$ cat src/sv/i2c_srb_pkg.sv
package i2c_srb_pkg;

    localparam int RegCountDefault = 18;

    // registers that can ever hold a non-zero value
    localparam int CtrlReg   = 1;
    localparam int StoreLast = 11;
    localparam int AdcSlots  = 10;

    localparam logic [7:0] MaskReset = 8'hff;

    typedef enum logic [1:0] {
        OP_ADDR  = 2'd0,
        OP_DATA  = 2'd1,
        OP_ADC   = 2'd2,
        OP_CLEAR = 2'd3
    } op_t;

    typedef enum logic [1:0] {
        PHASE_IDLE = 2'd0,
        PHASE_ADDR = 2'd1,
        PHASE_DATA = 2'd2
    } phase_t;

    // apb register indexes
    localparam logic REG_IDX_MASK = 1'b0;

    // adc scan slot to register index
    function automatic logic [3:0] adc_reg(input logic [3:0] slot);
        logic [3:0] r;
        case (slot)
            4'd0:    r = 4'd3;
            4'd1:    r = 4'd4;
            4'd2:    r = 4'd5;
            4'd3:    r = 4'd6;
            4'd4:    r = 4'd2;
            4'd5:    r = 4'd11;
            4'd6:    r = 4'd7;
            4'd7:    r = 4'd8;
            4'd8:    r = 4'd9;
            4'd9:    r = 4'd10;
            default: r = 4'd0;
        endcase
        return r;
    endfunction

endpackage

$ cat src/sv/i2c_slave_register_bank.sv
// an accepted item is loaded into the input register, and its result then
// into the result register once the result side can take it
// throughput: one item per cycle while the result side keeps taking items
// aresetn (synchronous, active low) clears the register store, the control
// changed flag, the pointer and the phase, and sets the write mask to all ones
module i2c_slave_register_bank #(
    parameter int REG_COUNT = i2c_srb_pkg::RegCountDefault
) (
    input  logic        aclk,
    input  logic        aresetn,
    // s_tdata: read_dir, bus_byte[7:0], adc_slot[3:0], adc_value[7:0]
    input  logic        s_tvalid,
    output logic        s_tready,
    input  logic [31:0] s_tdata,
    // s_tuser: op[1:0]
    input  logic [1:0]  s_tuser,
    // m_tdata: tx_valid, tx_byte[7:0], control_changed, bus_phase[1:0]
    output logic        m_tvalid,
    input  logic        m_tready,
    output logic [15:0] m_tdata,
    input  logic        psel,
    input  logic        penable,
    input  logic        pwrite,
    input  logic [2:0]  paddr,
    input  logic [31:0] pwdata,
    output logic [31:0] prdata,
    output logic        pready
);

    localparam int PtrW   = $clog2(REG_COUNT);
    localparam int StoreN = i2c_srb_pkg::StoreLast;

    // input register
    logic                 in_valid_reg;
    i2c_srb_pkg::op_t     in_op_reg;
    logic                 in_rd_reg;
    logic [7:0]           in_byte_reg;
    logic [3:0]           in_slot_reg;
    logic [7:0]           in_sample_reg;

    // state
    logic [7:0]           store_reg [1:StoreN];
    logic [7:0]           store_next [1:StoreN];
    logic [PtrW-1:0]      ptr_reg, ptr_next;
    i2c_srb_pkg::phase_t  phase_reg, phase_next;
    logic                 ctl_changed_reg, ctl_changed_next;
    logic [7:0]           mask_reg;

    // result register
    logic                 out_valid_reg;
    logic                 out_tx_valid_reg, out_tx_valid_next;
    logic [7:0]           out_tx_byte_reg, out_tx_byte_next;

    logic                 out_adv;
    logic                 fire;
    logic [PtrW-1:0]      ptr_inc;
    logic [3:0]           adc_idx;

    function automatic logic [7:0] read_reg(input logic [PtrW-1:0] idx,
                                            input logic [7:0] st [1:StoreN]);
        logic [7:0] v;
        v = 8'h00;
        for (int i = 1; i <= StoreN; i++) begin
            if (idx == PtrW'(i)) begin
                v = st[i];
            end
        end
        return v;
    endfunction

    assign out_adv  = !out_valid_reg || m_tready;
    assign s_tready = !in_valid_reg || out_adv;
    assign fire     = in_valid_reg && out_adv;

    assign ptr_inc = (ptr_reg == PtrW'(REG_COUNT - 1)) ? '0 : ptr_reg + PtrW'(1);
    assign adc_idx = i2c_srb_pkg::adc_reg(in_slot_reg);

    always_comb begin
        store_next        = store_reg;
        ptr_next          = ptr_reg;
        phase_next        = phase_reg;
        ctl_changed_next  = ctl_changed_reg;
        out_tx_valid_next = 1'b0;
        out_tx_byte_next  = 8'h00;
        case (in_op_reg)
            i2c_srb_pkg::OP_ADDR: begin
                if (in_rd_reg) begin
                    out_tx_valid_next = 1'b1;
                    out_tx_byte_next  = read_reg(ptr_reg, store_reg);
                end else begin
                    phase_next = i2c_srb_pkg::PHASE_ADDR;
                end
            end
            i2c_srb_pkg::OP_DATA: begin
                if (in_rd_reg) begin
                    ptr_next          = ptr_inc;
                    out_tx_valid_next = 1'b1;
                    out_tx_byte_next  = read_reg(ptr_inc, store_reg);
                end else if (phase_reg == i2c_srb_pkg::PHASE_ADDR) begin
                    ptr_next   = ({1'b0, in_byte_reg} >= 9'(REG_COUNT)) ? '0
                                 : PtrW'(in_byte_reg);
                    phase_next = i2c_srb_pkg::PHASE_DATA;
                end else if (phase_reg == i2c_srb_pkg::PHASE_DATA) begin
                    // only the control register takes bus writes
                    if (ptr_reg == PtrW'(i2c_srb_pkg::CtrlReg)) begin
                        store_next[i2c_srb_pkg::CtrlReg] =
                            (in_byte_reg & mask_reg) |
                            (store_reg[i2c_srb_pkg::CtrlReg] & ~mask_reg);
                        ctl_changed_next = 1'b1;
                    end
                    ptr_next = ptr_inc;
                end
            end
            i2c_srb_pkg::OP_ADC: begin
                if (in_slot_reg < 4'(i2c_srb_pkg::AdcSlots)) begin
                    for (int i = 1; i <= StoreN; i++) begin
                        if (adc_idx == 4'(i)) begin
                            store_next[i] = in_sample_reg;
                        end
                    end
                end
            end
            default: begin
                ctl_changed_next = 1'b0;
            end
        endcase
    end

    always_ff @(posedge aclk) begin
        if (!aresetn) begin
            in_valid_reg    <= 1'b0;
            out_valid_reg   <= 1'b0;
            ptr_reg         <= '0;
            phase_reg       <= i2c_srb_pkg::PHASE_IDLE;
            ctl_changed_reg <= 1'b0;
            mask_reg        <= i2c_srb_pkg::MaskReset;
            for (int i = 1; i <= StoreN; i++) begin
                store_reg[i] <= 8'h00;
            end
        end else begin
            if (s_tvalid && s_tready) begin
                in_valid_reg <= 1'b1;
            end else if (fire) begin
                in_valid_reg <= 1'b0;
            end
            if (fire) begin
                out_valid_reg   <= 1'b1;
                ptr_reg         <= ptr_next;
                phase_reg       <= phase_next;
                ctl_changed_reg <= ctl_changed_next;
                store_reg       <= store_next;
            end else if (m_tready) begin
                out_valid_reg <= 1'b0;
            end
            if (psel && penable && pwrite && pready
                && paddr[2] == i2c_srb_pkg::REG_IDX_MASK) begin
                mask_reg <= pwdata[7:0];
            end
        end
    end

    // payload registers
    always_ff @(posedge aclk) begin
        if (s_tvalid && s_tready) begin
            in_op_reg     <= i2c_srb_pkg::op_t'(s_tuser);
            in_rd_reg     <= s_tdata[0];
            in_byte_reg   <= s_tdata[8:1];
            in_slot_reg   <= s_tdata[12:9];
            in_sample_reg <= s_tdata[20:13];
        end
        if (fire) begin
            out_tx_valid_reg <= out_tx_valid_next;
            out_tx_byte_reg  <= out_tx_byte_next;
        end
    end

    // flag and phase in the result are the state after the item
    assign m_tvalid = out_valid_reg;
    assign m_tdata  = {4'b0000, phase_reg, ctl_changed_reg, out_tx_byte_reg, out_tx_valid_reg};

    assign pready = 1'b1;
    assign prdata = (paddr[2] == i2c_srb_pkg::REG_IDX_MASK) ? {24'h000000, mask_reg}
                                                          : 32'h00000000;

endmodule

$ cat config.mk
export PLATFORM = sky130hd
export DESIGN_NAME = i2c_slave_register_bank
export DESIGN_NICKNAME = d
export VERILOG_FILES = /design/src/sv/i2c_srb_pkg.sv /design/src/sv/i2c_slave_register_bank.sv
export SDC_FILE = /design/constraint.sdc
export NUM_CORES = 1
export LEC_CHECK = 0
export ABC_AREA = 0
export BUFFER_PORTS_ARGS = -buffer_cell sky130_fd_sc_hd__buf_2
export CAP_MARGIN = 15
export CELL_PAD_IN_SITES_DETAIL_PLACEMENT = 2
export CELL_PAD_IN_SITES_GLOBAL_PLACEMENT = 2
export CORE_ASPECT_RATIO = 0.9
export CORE_MARGIN = 1.5
export CORE_UTILIZATION = 38
export CTS_CLUSTER_DIAMETER = 200
export CTS_CLUSTER_SIZE = 12
export DETAILED_ROUTE_END_ITERATION = 16
export PLACE_DENSITY_LB_ADDON = 0.12
export SETUP_SLACK_MARGIN = 0.2
export SYNTH_ARGS = -nofsm -noshare
export SYNTH_HDL_FRONTEND = slang
export SYNTH_SLANG_ARGS = --single-unit
$ cat constraint.sdc
create_clock -name aclk -period 5.7 [get_ports aclk]
set_input_delay 1.425 -clock aclk [delete_from_list [all_inputs] [get_ports aclk]]
set_output_delay 1.425 -clock aclk [all_outputs]
set_load 0.02 [all_outputs]
==> out/summary.txt, run 1 <==
Max Clock Skew - 0.01143 ns
met3 usage - 5.298%
Slew headroom - 27.29%
Placement Cell Area - 8607 sq um
Final ANT Viol Nets - 0
global-route wire length before repair - 47910 microns
Hold/Removal Path Class - flip-flop to flip-flop
clk root buf - clkbuf_16
vias in the first global route - 7941
reg2reg start - ptr_reg[0]
switching share of power - 26.69%
Final setup viols - 0
Synth Register Bits - 142
postcts setup bufs - 0
Distinct cells, synth - 80
GR Util met2 - 46.95%
worst vdd ir - 0.0001549 V
die width - 158.0 microns
pwr dens - 261.2 nW/um^2
critical setup path kind - flip-flop to flip-flop
Avg Vias per Cell - 5.992
CORE AREA - 21020 sq um
max_cap viols - 0
total die area - 22520 sq um
CTS Hold Bufs - 0
worst skew pair latency - 0.43 ns
Synth area leaders - dfxtp_1 (27%), edfxtp_1 (12%), mux2i_1 (11%)
Data required, critical path - 6.02 ns
setup_tns - 0 ns
clock power share - 47.2%
Detailed Route WL - 31250 microns
post-layout instance area - 9225 sq um
Largest register FFs - 80
largest net degree at the start of global routing - 94
port bufs - 60
layout cells sized above 1 - 14.71%
Pins Over Slew Limit - 0
Placer Congestion - 0.9369
Critical Path Fanout Max - 16
worst r2r path cells - 8
post-synth top area share - 26.79%
Clock transition at path regs - 0.07 ns
sequential share of power - 45.2%
post-CTS resize count - 0
area grow syn2layout - 12.22%
Least-Margin Pin Slew - 1.088 ns
Post-Route Utilization - 43.89%
area of the multi-input gates - 4591 sq um
DRT iter0 DRCs - 549
arrival time worst endpoint - 4.28 ns
WL/cell - 25.24 microns
Async SR Flop Fraction - 0%
layer with the highest usage - met2
Max stage delay on crit path - 0.62 ns
CTS tree - built
cell area after synthesis - 8220 sq um
CP startpoint kind - flip-flop
switching pwr - 643.1 uW
HPWL after DPL - 22160 microns
status - complete, no violations
io pins - 127
Seq. cell area - 3163 sq um
initial antenna violation count - 0
residual DRC count - 0
Layout Nets - 1022
# diodes - 0
warning count from the yosys run - 0
First-pass DRT Iterations - 5
Site Rows - 50
Logic pwr share - 7.7%
via count - 7418
Post-Syn Instances - 905
Worst Setup End Kind - flip-flop
slowest CP cell - dfxtp_1
maximum clock path buffer count - 2
Pint - 1766 uW
Initial Util - 39.11%
Fillers - 2338
ys flop type - dfxtp_1
H-tree levels - 4
register area share after synthesis - 38.48%
period utilisation layout - 69.39%
max frequency - 252.8 MHz
final hold violation count - 0
Worst setup startpoint - ptr_reg[0]
Synth area leader - dfxtp_1
Period minus WS final - 3.955 ns
total CTS buffers - 17
GRT Util Overall - 28.91%
Die H - 142.5 microns
crit-path cells - ha_1 > buf_4 > nor4b_2 > nand3_1 > a21oi_1 > o221ai_2 > a221o_1 > o211a_1
flop2flop setup slack - 1.74 ns
Clock Sinks - 142
unrepaired setup endpoints after global routing - false
Avg Cell Area, Syn - 9.083 sq um
Static Leak - 0.003253 uW
GR Util met1 - 38.97%
gr ovfl total - 0
Post-synth EDFFs - 32
==> cells in the final DEF, fill, tap and decap left out, types with 6 or more instances in the layout <==
master / count
dfxtp_1: 110
mux2i_1: 93
nor2b_1: 91
buf_2: 61
nand2_1: 60
nor2_1: 57
a21oi_1: 45
nand3_1: 35
edfxtp_1: 32
o21ai_0: 31
conb_1: 29
inv_1: 24
nand2b_1: 18
clkbuf_16: 17
o211ai_1: 16
buf_4: 13
nor3_1: 10
o221ai_1: 10
a221oi_1: 10
a221o_1: 9
o211a_1: 8
o21a_1: 7
ha_1: 7
and3_1: 6
and2_1: 6
o22ai_1: 6
==> synth_stat cells (24+ instances only) <==
master,instances
edfxtp_1,32
o21ai_0,31
nor2b_1,91
nand3_1,35
nor2_1,57
buf_4,34
clkbuf_1,40
inv_1,24
dfxtp_1,110
mux2i_1,93
nand2_1,60
a21oi_1,45
==> metal layers <==
layer / routed length [microns] / part of all wire (%)
met1: 14210 / 45
met2: 14740 / 47
met3: 1618 / 5.2
met4: 680 / 2.2
met5: 0 / 0
==> worst min path at each step <==
stage,start,endpoint,slack [ns],cells after the start
floorplan,ctl_changed_reg,ctl_changed_reg,0.44,2
global placement,ctl_changed_reg,ctl_changed_reg,0.46,2
detailed placement,ctl_changed_reg,ctl_changed_reg,0.47,2
CTS,ctl_changed_reg,ctl_changed_reg,0.50,2
global route,mask_reg[6],mask_reg[6],0.54,2
finish,ctl_changed_reg,ctl_changed_reg,0.49,2
==> kinds of logic after synthesis <==
logic type	synth area share (%)
flip-flops	38.48
adder cells (fa/ha/maj)	1.065
AND/OR/NAND/NOR	23.14
buffers and inverters	6.910
XOR/XNOR	0.3197
multiplexers	11.74
other	0.09136
AO/OA/AOI/OAI	18.27
==> final cells by class <==
cell class | instances | share of cell area [%]
tap | 286 | 3.879
clock buffer | 18 | 4.652
clock inverter | 14 | 1.695
inverter | 26 | 1.058
timing repair buffer | 75 | 4.666
multi-input combinational | 677 | 49.76
sequential | 142 | 34.29
==> worst max-delay path: cells and delay by family (launching register included) <==
family	cells	cell delay, ns
compound gates	4	1.51
flops	1	0.62
fa+ha+maj	1	0.61
buf+inv	1	0.35
simple gates	2	0.73
==> per-stage QoR <==
step / power (uW) / setup WS, ns / hold WS (ns) / instances
6_report: 2409 / 1.745 / 0.4919 / 1238
5_1_grt: 2484 / 1.582 / 0.5377 / 1238
4_1_cts: 2419 / 1.790 / 0.4967 / 1236
3_5_place_dp: 1291 / 1.655 / 0.4695 / 1204
3_3_place_gp: 1280 / 1.787 / 0.4606 / 1204
2_1_floorplan: 1233 / 2.493 / 0.4380 / 932
==> power groups by stage <==
stage          clock network (uW)  logic (uW)  registers, uW
2_1_floorplan                   0         140           1090
3_3_place_gp                    0         172           1110
3_5_place_dp                    0         180           1110
4_1_cts                      1150         182           1090
5_1_grt                      1190         200           1090
6_report                     1140         185           1090
Power figures use the tool's default switching activity.
==> inputs of run 2 (changes only) <==
Settings changed: CORE_UTILIZATION 38 to 35.
Clock period 5.7 ns to 4.15 ns, I/O delays scaled along.
==> run 2 against run 1 <==
- register-to-register slack worse by 1.2 ns
- flip-flop and latch count stayed put
- highest routed layer unchanged
- clock-buffer cell count is 1 lower
- worst setup slack worse by 1.2 ns
- clock power is 43% higher
==> out/summary.txt, run 2 (synthesis gave the netlist of run 1 again) <==
status - complete, no violations (unchanged)
Placer Congestion - 0.8935 (was 0.9369)
Seq. cell area - 3163 sq um (unchanged)
reg2reg start - ptr_reg[0] (unchanged)
unrepaired setup endpoints after global routing - false (unchanged)
Clock transition at path regs - 0.08 ns (was 0.07 ns)
Fillers - 2590 (was 2338)
io pins - 127 (unchanged)
max_cap viols - 0 (unchanged)
residual DRC count - 0 (unchanged)
Avg Vias per Cell - 5.857 (was 5.992)
worst r2r path cells - 7 (was 8)
critical setup path kind - flip-flop to flip-flop (unchanged)
Placement Cell Area - 8755 sq um (was 8607 sq um)
Worst Setup End Kind - flip-flop (unchanged)
Initial Util - 35.42% (was 39.11%)
CTS Hold Bufs - 0 (unchanged)
clk root buf - clkbuf_16 (unchanged)
switching share of power - 28.63% (was 26.69%)
Critical Path Fanout Max - 15 (was 16)
power after layout - 3370 uW (was 2409 uW)
clock power share - 48.3% (was 47.2%)
Data required, critical path - 4.31 ns (was 6.02 ns)
CTS tree - built (unchanged)
WHS Endpoint - ctl_changed_reg (unchanged)
Period minus WS final - 3.645 ns (was 3.955 ns)
largest net degree at the start of global routing - 46 (was 94)
CORE AREA - 23210 sq um (was 21020 sq um)
Place WS - 0.7397 ns (was 1.655 ns)
Detailed Route WL - 30740 microns (was 31250 microns)
worst skew pair latency - 0.45 ns (was 0.43 ns)
most frequent cells in the layout - dfxtp_1 (110), mux2i_1 (93), nor2b_1 (91) (unchanged)
Die H - 148.4 microns (was 142.5 microns)
Hold/Removal Path Class - flip-flop to flip-flop (unchanged)
final hold violation count - 0 (unchanged)
H-tree levels - 4 (unchanged)
period utilisation layout - 87.84% (was 69.39%)
CP startpoint kind - flip-flop (unchanged)
# diodes - 0 (unchanged)
Static Leak - 0.003337 uW (was 0.003253 uW)
Pins Over Slew Limit - 0 (unchanged)
commonest non-fill, non-tap cell in the layout - dfxtp_1 (unchanged)
worst vdd ir - 0.0002715 V (was 0.0001549 V)
postcts setup bufs - 0 (unchanged)
initial antenna violation count - 0 (unchanged)
WL/cell - 24.23 microns (was 25.24 microns)
Logic pwr share - 7.4% (was 7.7%)
Pint - 2405 uW (was 1766 uW)
die width - 164.5 microns (was 158.0 microns)
maximum clock path buffer count - 2 (unchanged)
Layout Nets - 1037 (was 1022)
via count - 7433 (was 7418)
setup slack after layout - 0.5047 ns (was 1.745 ns)
pwr dens - 359.5 nW/um^2 (was 261.2 nW/um^2)
area grow syn2layout - 14.03% (was 12.22%)
global-route wire length before repair - 47280 microns (was 47910 microns)
vias in the first global route - 7903 (was 7941)
Clock Sinks - 142 (unchanged)
Site Rows - 53 (was 50)
total CTS buffers - 17 (unchanged)
hold path start - ctl_changed_reg (unchanged)
post-CTS resize count - 0 (unchanged)
total die area - 24420 sq um (was 22520 sq um)
Max Clock Skew - 0.01771 ns (was 0.01143 ns)
gr ovfl total - 0 (unchanged)
area of the multi-input gates - 4591 sq um (unchanged)
arrival time worst endpoint - 3.80 ns (was 4.28 ns)
fin cells - 1269 (was 1238)
GRT Util Overall - 25.90% (was 28.91%)
Inst Count DP - 1237 (was 1204)
Final ANT Viol Nets - 0 (unchanged)
max frequency - 274.3 MHz (was 252.8 MHz)
First-pass DRT Iterations - 5 (unchanged)
Final setup viols - 0 (unchanged)
Slew headroom - 32.17% (was 27.29%)
setup_tns - 0 ns (unchanged)
flop2flop setup slack - 0.50 ns (was 1.74 ns)
switching pwr - 964.8 uW (was 643.1 uW)
port bufs - 60 (unchanged)
sequential share of power - 44.3% (was 45.2%)
DRT iter0 DRCs - 468 (was 549)
worst reg2reg endpoint - out_tx_byte_reg[1]
worst hold path depth - 2 (unchanged)
post-layout instance area - 9374 sq um (was 9225 sq um)
Largest register FFs - 80 (unchanged)
Least-Margin Pin Slew - 1.013 ns (was 1.088 ns)
HPWL after DPL - 22610 microns (was 22160 microns)
layout cells sized above 1 - 16.13% (was 14.71%)
==> run 2: changes by cell type in the layout (fill, tap and decap cells not counted) <==
cell,previous run,this run
buf_4,13,30
clkinv_2,2,0
clkinv_8,0,4
clkbuf_1,1,0
inv_8,0,5
buf_2,61,60
clkinv_4,4,0
buf_16,1,0
inv_6,5,4
bufinv_16,2,1
==> run 2: metrics by stage <==
step	hold WS (ns)	util, %
floorplan	0.4380	-
finish	0.5033	40.39
global placement	0.4549	37.72
detailed placement	0.4897	37.72
global route	0.5431	40.39
CTS	0.5095	40.39
==> run 2: power by group through the flow <==
stage	clock, uW	sequential, uW	combinational (uW)
finish	1630	1490	251
CTS	1660	1490	252
floorplan	0	1500	192
detailed placement	0	1530	250
global route	1710	1500	271
global placement	0	1520	239
==> run 2: area by class of cell <==
| cell class | count | share of cell area [%] |
|---|---|---|
| clock buffer | 17 | 4.538 |
| tap | 302 | 4.031 |
| sequential | 142 | 33.74 |
| multi-input combinational | 677 | 48.97 |
| timing repair buffer | 90 | 5.606 |
| inverter | 26 | 1.041 |
| clock inverter | 15 | 2.069 |
==> run 2: critical path, cell delays in order (launching register included) <==
cell and delay (ns):
dfxtp_1 0.64, ha_1 0.67, and2_1 0.25, o21ai_1 0.23
o21ai_0 0.81, o21ai_0 0.16, a311oi_1 0.42, o211ai_1 0.17
==> run 2: how the worst max path moves through the flow <==
stage,slack [ns],cells after the start,to,startpoint
2_1_floorplan,1.40,8,adc_idx[1],m_tready
3_3_place_gp,0.80,7,out_tx_byte_reg[5],ptr_reg[0]
3_5_place_dp,0.74,7,out_tx_byte_reg[5],ptr_reg[0]
4_1_cts,0.66,7,out_tx_byte_reg[1],ptr_reg[0]
5_1_grt,0.42,7,out_tx_byte_reg[5],ptr_reg[0]
6_report,0.50,7,out_tx_byte_reg[1],ptr_reg[0]
==> run 2: per-layer routing <==
layer | wire [microns] | vias up | track usage, % | part of all wire [%]
met4 | 512 | 0 | 8.018 | 1.7
met5 | 0 | - | 0 | 0
met1 | 14290 | 3857 | 35.15 | 46
met2 | 14630 | 199 | 42.23 | 48
met3 | 1314 | 37 | 3.960 | 4.3
li1 | - | 3340 | - | -
==> inputs of run 3 (changes only) <==
Settings changed: PLACE_DENSITY_LB_ADDON 0.12 to 0.1.
==> run 3 against run 2 <==
- clock skew shrank 0.0053 ns
- flip-flop and latch count did not move
- first-iteration DRC count is 13% higher
- utilization hardly changed
- clock-buffer cell count is 1 higher
- global-route usage rose by 0.67 points
- combinational power about the same
- critical path depth did not move
- register-to-register slack better by 0.12 ns
- die area unchanged
- critical endpoint is now out_tx_byte_reg[3]
- largest cell class unchanged
==> out/summary.txt, run 3 (synthesis gave the netlist of run 1 again) <==
status - complete, no violations (unchanged)
Max Clock Skew - 0.01236 ns (was 0.01771 ns)
Pint - 2368 uW (was 2405 uW)
clk root buf - clkbuf_16 (unchanged)
First-pass DRT Iterations - 5 (unchanged)
Die H - 148.4 microns (unchanged)
Data required, critical path - 4.32 ns (was 4.31 ns)
Clock Sinks - 142 (unchanged)
gr ovfl total - 0 (unchanged)
residual DRC count - 0 (unchanged)
total CTS buffers - 17 (unchanged)
die width - 164.5 microns (unchanged)
sequential share of power - 45.8% (was 44.3%)
largest net degree at the start of global routing - 60 (was 46)
initial antenna violation count - 0 (unchanged)
Hold/Removal Path Class - flip-flop to flip-flop (unchanged)
Final ANT Viol Nets - 0 (unchanged)
area of the multi-input gates - 4591 sq um (unchanged)
slowest CP cell - dfxtp_1 (was o21ai_0)
GRT Util Overall - 26.57% (was 25.90%)
layout cells sized above 1 - 16.26% (was 16.13%)
clock power share - 46.4% (was 48.3%)
final hold violation count - 0 (unchanged)
CP startpoint kind - flip-flop (unchanged)
HPWL after DPL - 23280 microns (was 22610 microns)
Least-Margin Pin Slew - 1.014 ns (was 1.013 ns)
Avg Vias per Cell - 5.808 (was 5.857)
Post-Route Utilization - 40.34% (was 40.39%)
switching share of power - 27.47% (was 28.63%)
CP delay by family, top - simple AND/OR/NAND/NOR gates (was compound AO/OA/AOI/OAI gates)
CTS tree - built (unchanged)
fin cells - 1274 (was 1269)
Max stage delay on crit path - 0.64 ns (was 0.81 ns)
Critical Path Fanout Max - 12 (was 15)
# diodes - 0 (unchanged)
arrival time worst endpoint - 3.69 ns (was 3.80 ns)
max frequency - 283.6 MHz (was 274.3 MHz)
crit-path cells - ha_1 > xor2_1 > and2_1 > nand2_1 > nor2_1 > a221oi_1 > o41ai_1 (was ha_1 > and2_1 > o21ai_1 > o21ai_0 > o21ai_0 > a311oi_1 > o211ai_1)
Placement Cell Area - 8805 sq um (was 8755 sq um)
post-layout instance area - 9363 sq um (was 9374 sq um)
Site Rows - 53 (unchanged)
Inst Count DP - 1242 (was 1237)
Static Leak - 0.003337 uW (about the same)
Initial Util - 35.42% (unchanged)
CORE AREA - 23210 sq um (unchanged)
post-CTS resize count - 0 (unchanged)
setup_tns - 0 ns (unchanged)
maximum clock path buffer count - 2 (unchanged)
switching pwr - 896.9 uW (was 964.8 uW)
postcts setup bufs - 0 (unchanged)
Detailed Route WL - 31660 microns (was 30740 microns)
via count - 7400 (was 7433)
Worst Setup End Kind - flip-flop (unchanged)
port bufs - 60 (unchanged)
WL/cell - 24.85 microns (was 24.23 microns)
worst skew pair latency - 0.44 ns (was 0.45 ns)
Largest register FFs - 80 (unchanged)
Final setup viols - 0 (unchanged)
CTS Hold Bufs - 0 (unchanged)
commonest non-fill, non-tap cell in the layout - dfxtp_1 (unchanged)
vias in the first global route - 7893 (was 7903)
Slew headroom - 32.11% (was 32.17%)
Fillers - 2585 (was 2590)
io pins - 127 (unchanged)
worst vdd ir - 0.0002078 V (was 0.0002715 V)
Period minus WS final - 3.526 ns (was 3.645 ns)
Buf/Inv on CP - 0 (unchanged)
Seq. cell area - 3163 sq um (unchanged)
period utilisation layout - 84.96% (was 87.84%)
Pins Over Slew Limit - 0 (unchanged)
Clock transition at path regs - 0.07 ns (was 0.08 ns)
Placer Congestion - 0.9141 (was 0.8935)
total die area - 24420 sq um (unchanged)
Logic pwr share - 7.8% (was 7.4%)
max_cap viols - 0 (unchanged)
pwr dens - 348.7 nW/um^2 (was 359.5 nW/um^2)
most frequent cells in the layout - dfxtp_1 (110), mux2i_1 (93), nor2b_1 (91) (unchanged)
unrepaired setup endpoints after global routing - false (unchanged)
area grow syn2layout - 13.90% (was 14.03%)
global-route wire length before repair - 48130 microns (was 47280 microns)
H-tree levels - 4 (unchanged)
DRT iter0 DRCs - 529 (was 468)
critical setup path kind - flip-flop to flip-flop (unchanged)
worst hold margin - 0.4920 ns (was 0.5033 ns)
Layout Nets - 1042 (was 1037)
==> run 3: cell count changes in the layout (fill, tap and decap cells not counted), sizes merged <==
| cell | change |
|---|---|
| clkinv | +1 |
| inv | -2 |
| clkbuf | +1 |
| buf | +5 |
==> run 3: area by class of cell <==
class | instances | share of cell area [%]
Multi-Input combinational cell | 677 | 49.03
Sequential cell | 142 | 33.78
Timing Repair Buffer | 95 | 6.147
Clock buffer | 18 | 4.584
Tap cell | 302 | 4.036
Clock inverter | 14 | 1.376
Inverter | 26 | 1.042
==> run 3: metal layers <==
metal | global-route usage (%) | vias to the layer above | wire length [microns]
li1 | - | 3347 | -
met1 | 36.04 | 3788 | 14760
met2 | 43.26 | 215 | 14770
met3 | 4.071 | 50 | 1421
met4 | 8.378 | 0 | 705
met5 | 0 | - | 0
==> run 3: final timing paths <==
check / from / to / slack, ns / cells past startpoint
worst max register to register: ptr_reg[0] / out_tx_byte_reg[3] / 0.62 / 7
worst max-delay path: ptr_reg[0] / out_tx_byte_reg[3] / 0.62 / 7
worst min-delay path: ctl_changed_reg / ctl_changed_reg / 0.49 / 2
worst min register to register: ctl_changed_reg / ctl_changed_reg / 0.49 / 2
==> run 3: per-stage QoR <==
| step | total power [uW] | setup WS, ns |
|---|---|---|
| floorplan | 1693 | 1.395 |
| global placement | 1764 | 0.8608 |
| detailed placement | 1778 | 0.8312 |
| CTS | 3288 | 0.7489 |
| global route | 3372 | 0.5393 |
| finish | 3265 | 0.6241 |
==> run 3: power by group through the flow <==
stage          clock, uW  combinational [uW]  sequential, uW
2_1_floorplan          0                 192            1500
3_3_place_gp           0                 240            1520
3_5_place_dp           0                 251            1530
4_1_cts             1540                 254            1500
5_1_grt             1600                 274            1500
6_report            1520                 254            1500
==> run 3: worst min-delay path, stage by stage (launching register included) <==
cell and delay [ns]:
dfxtp_1 0.34, a21oi_1 0.05, nor2_1 0.07
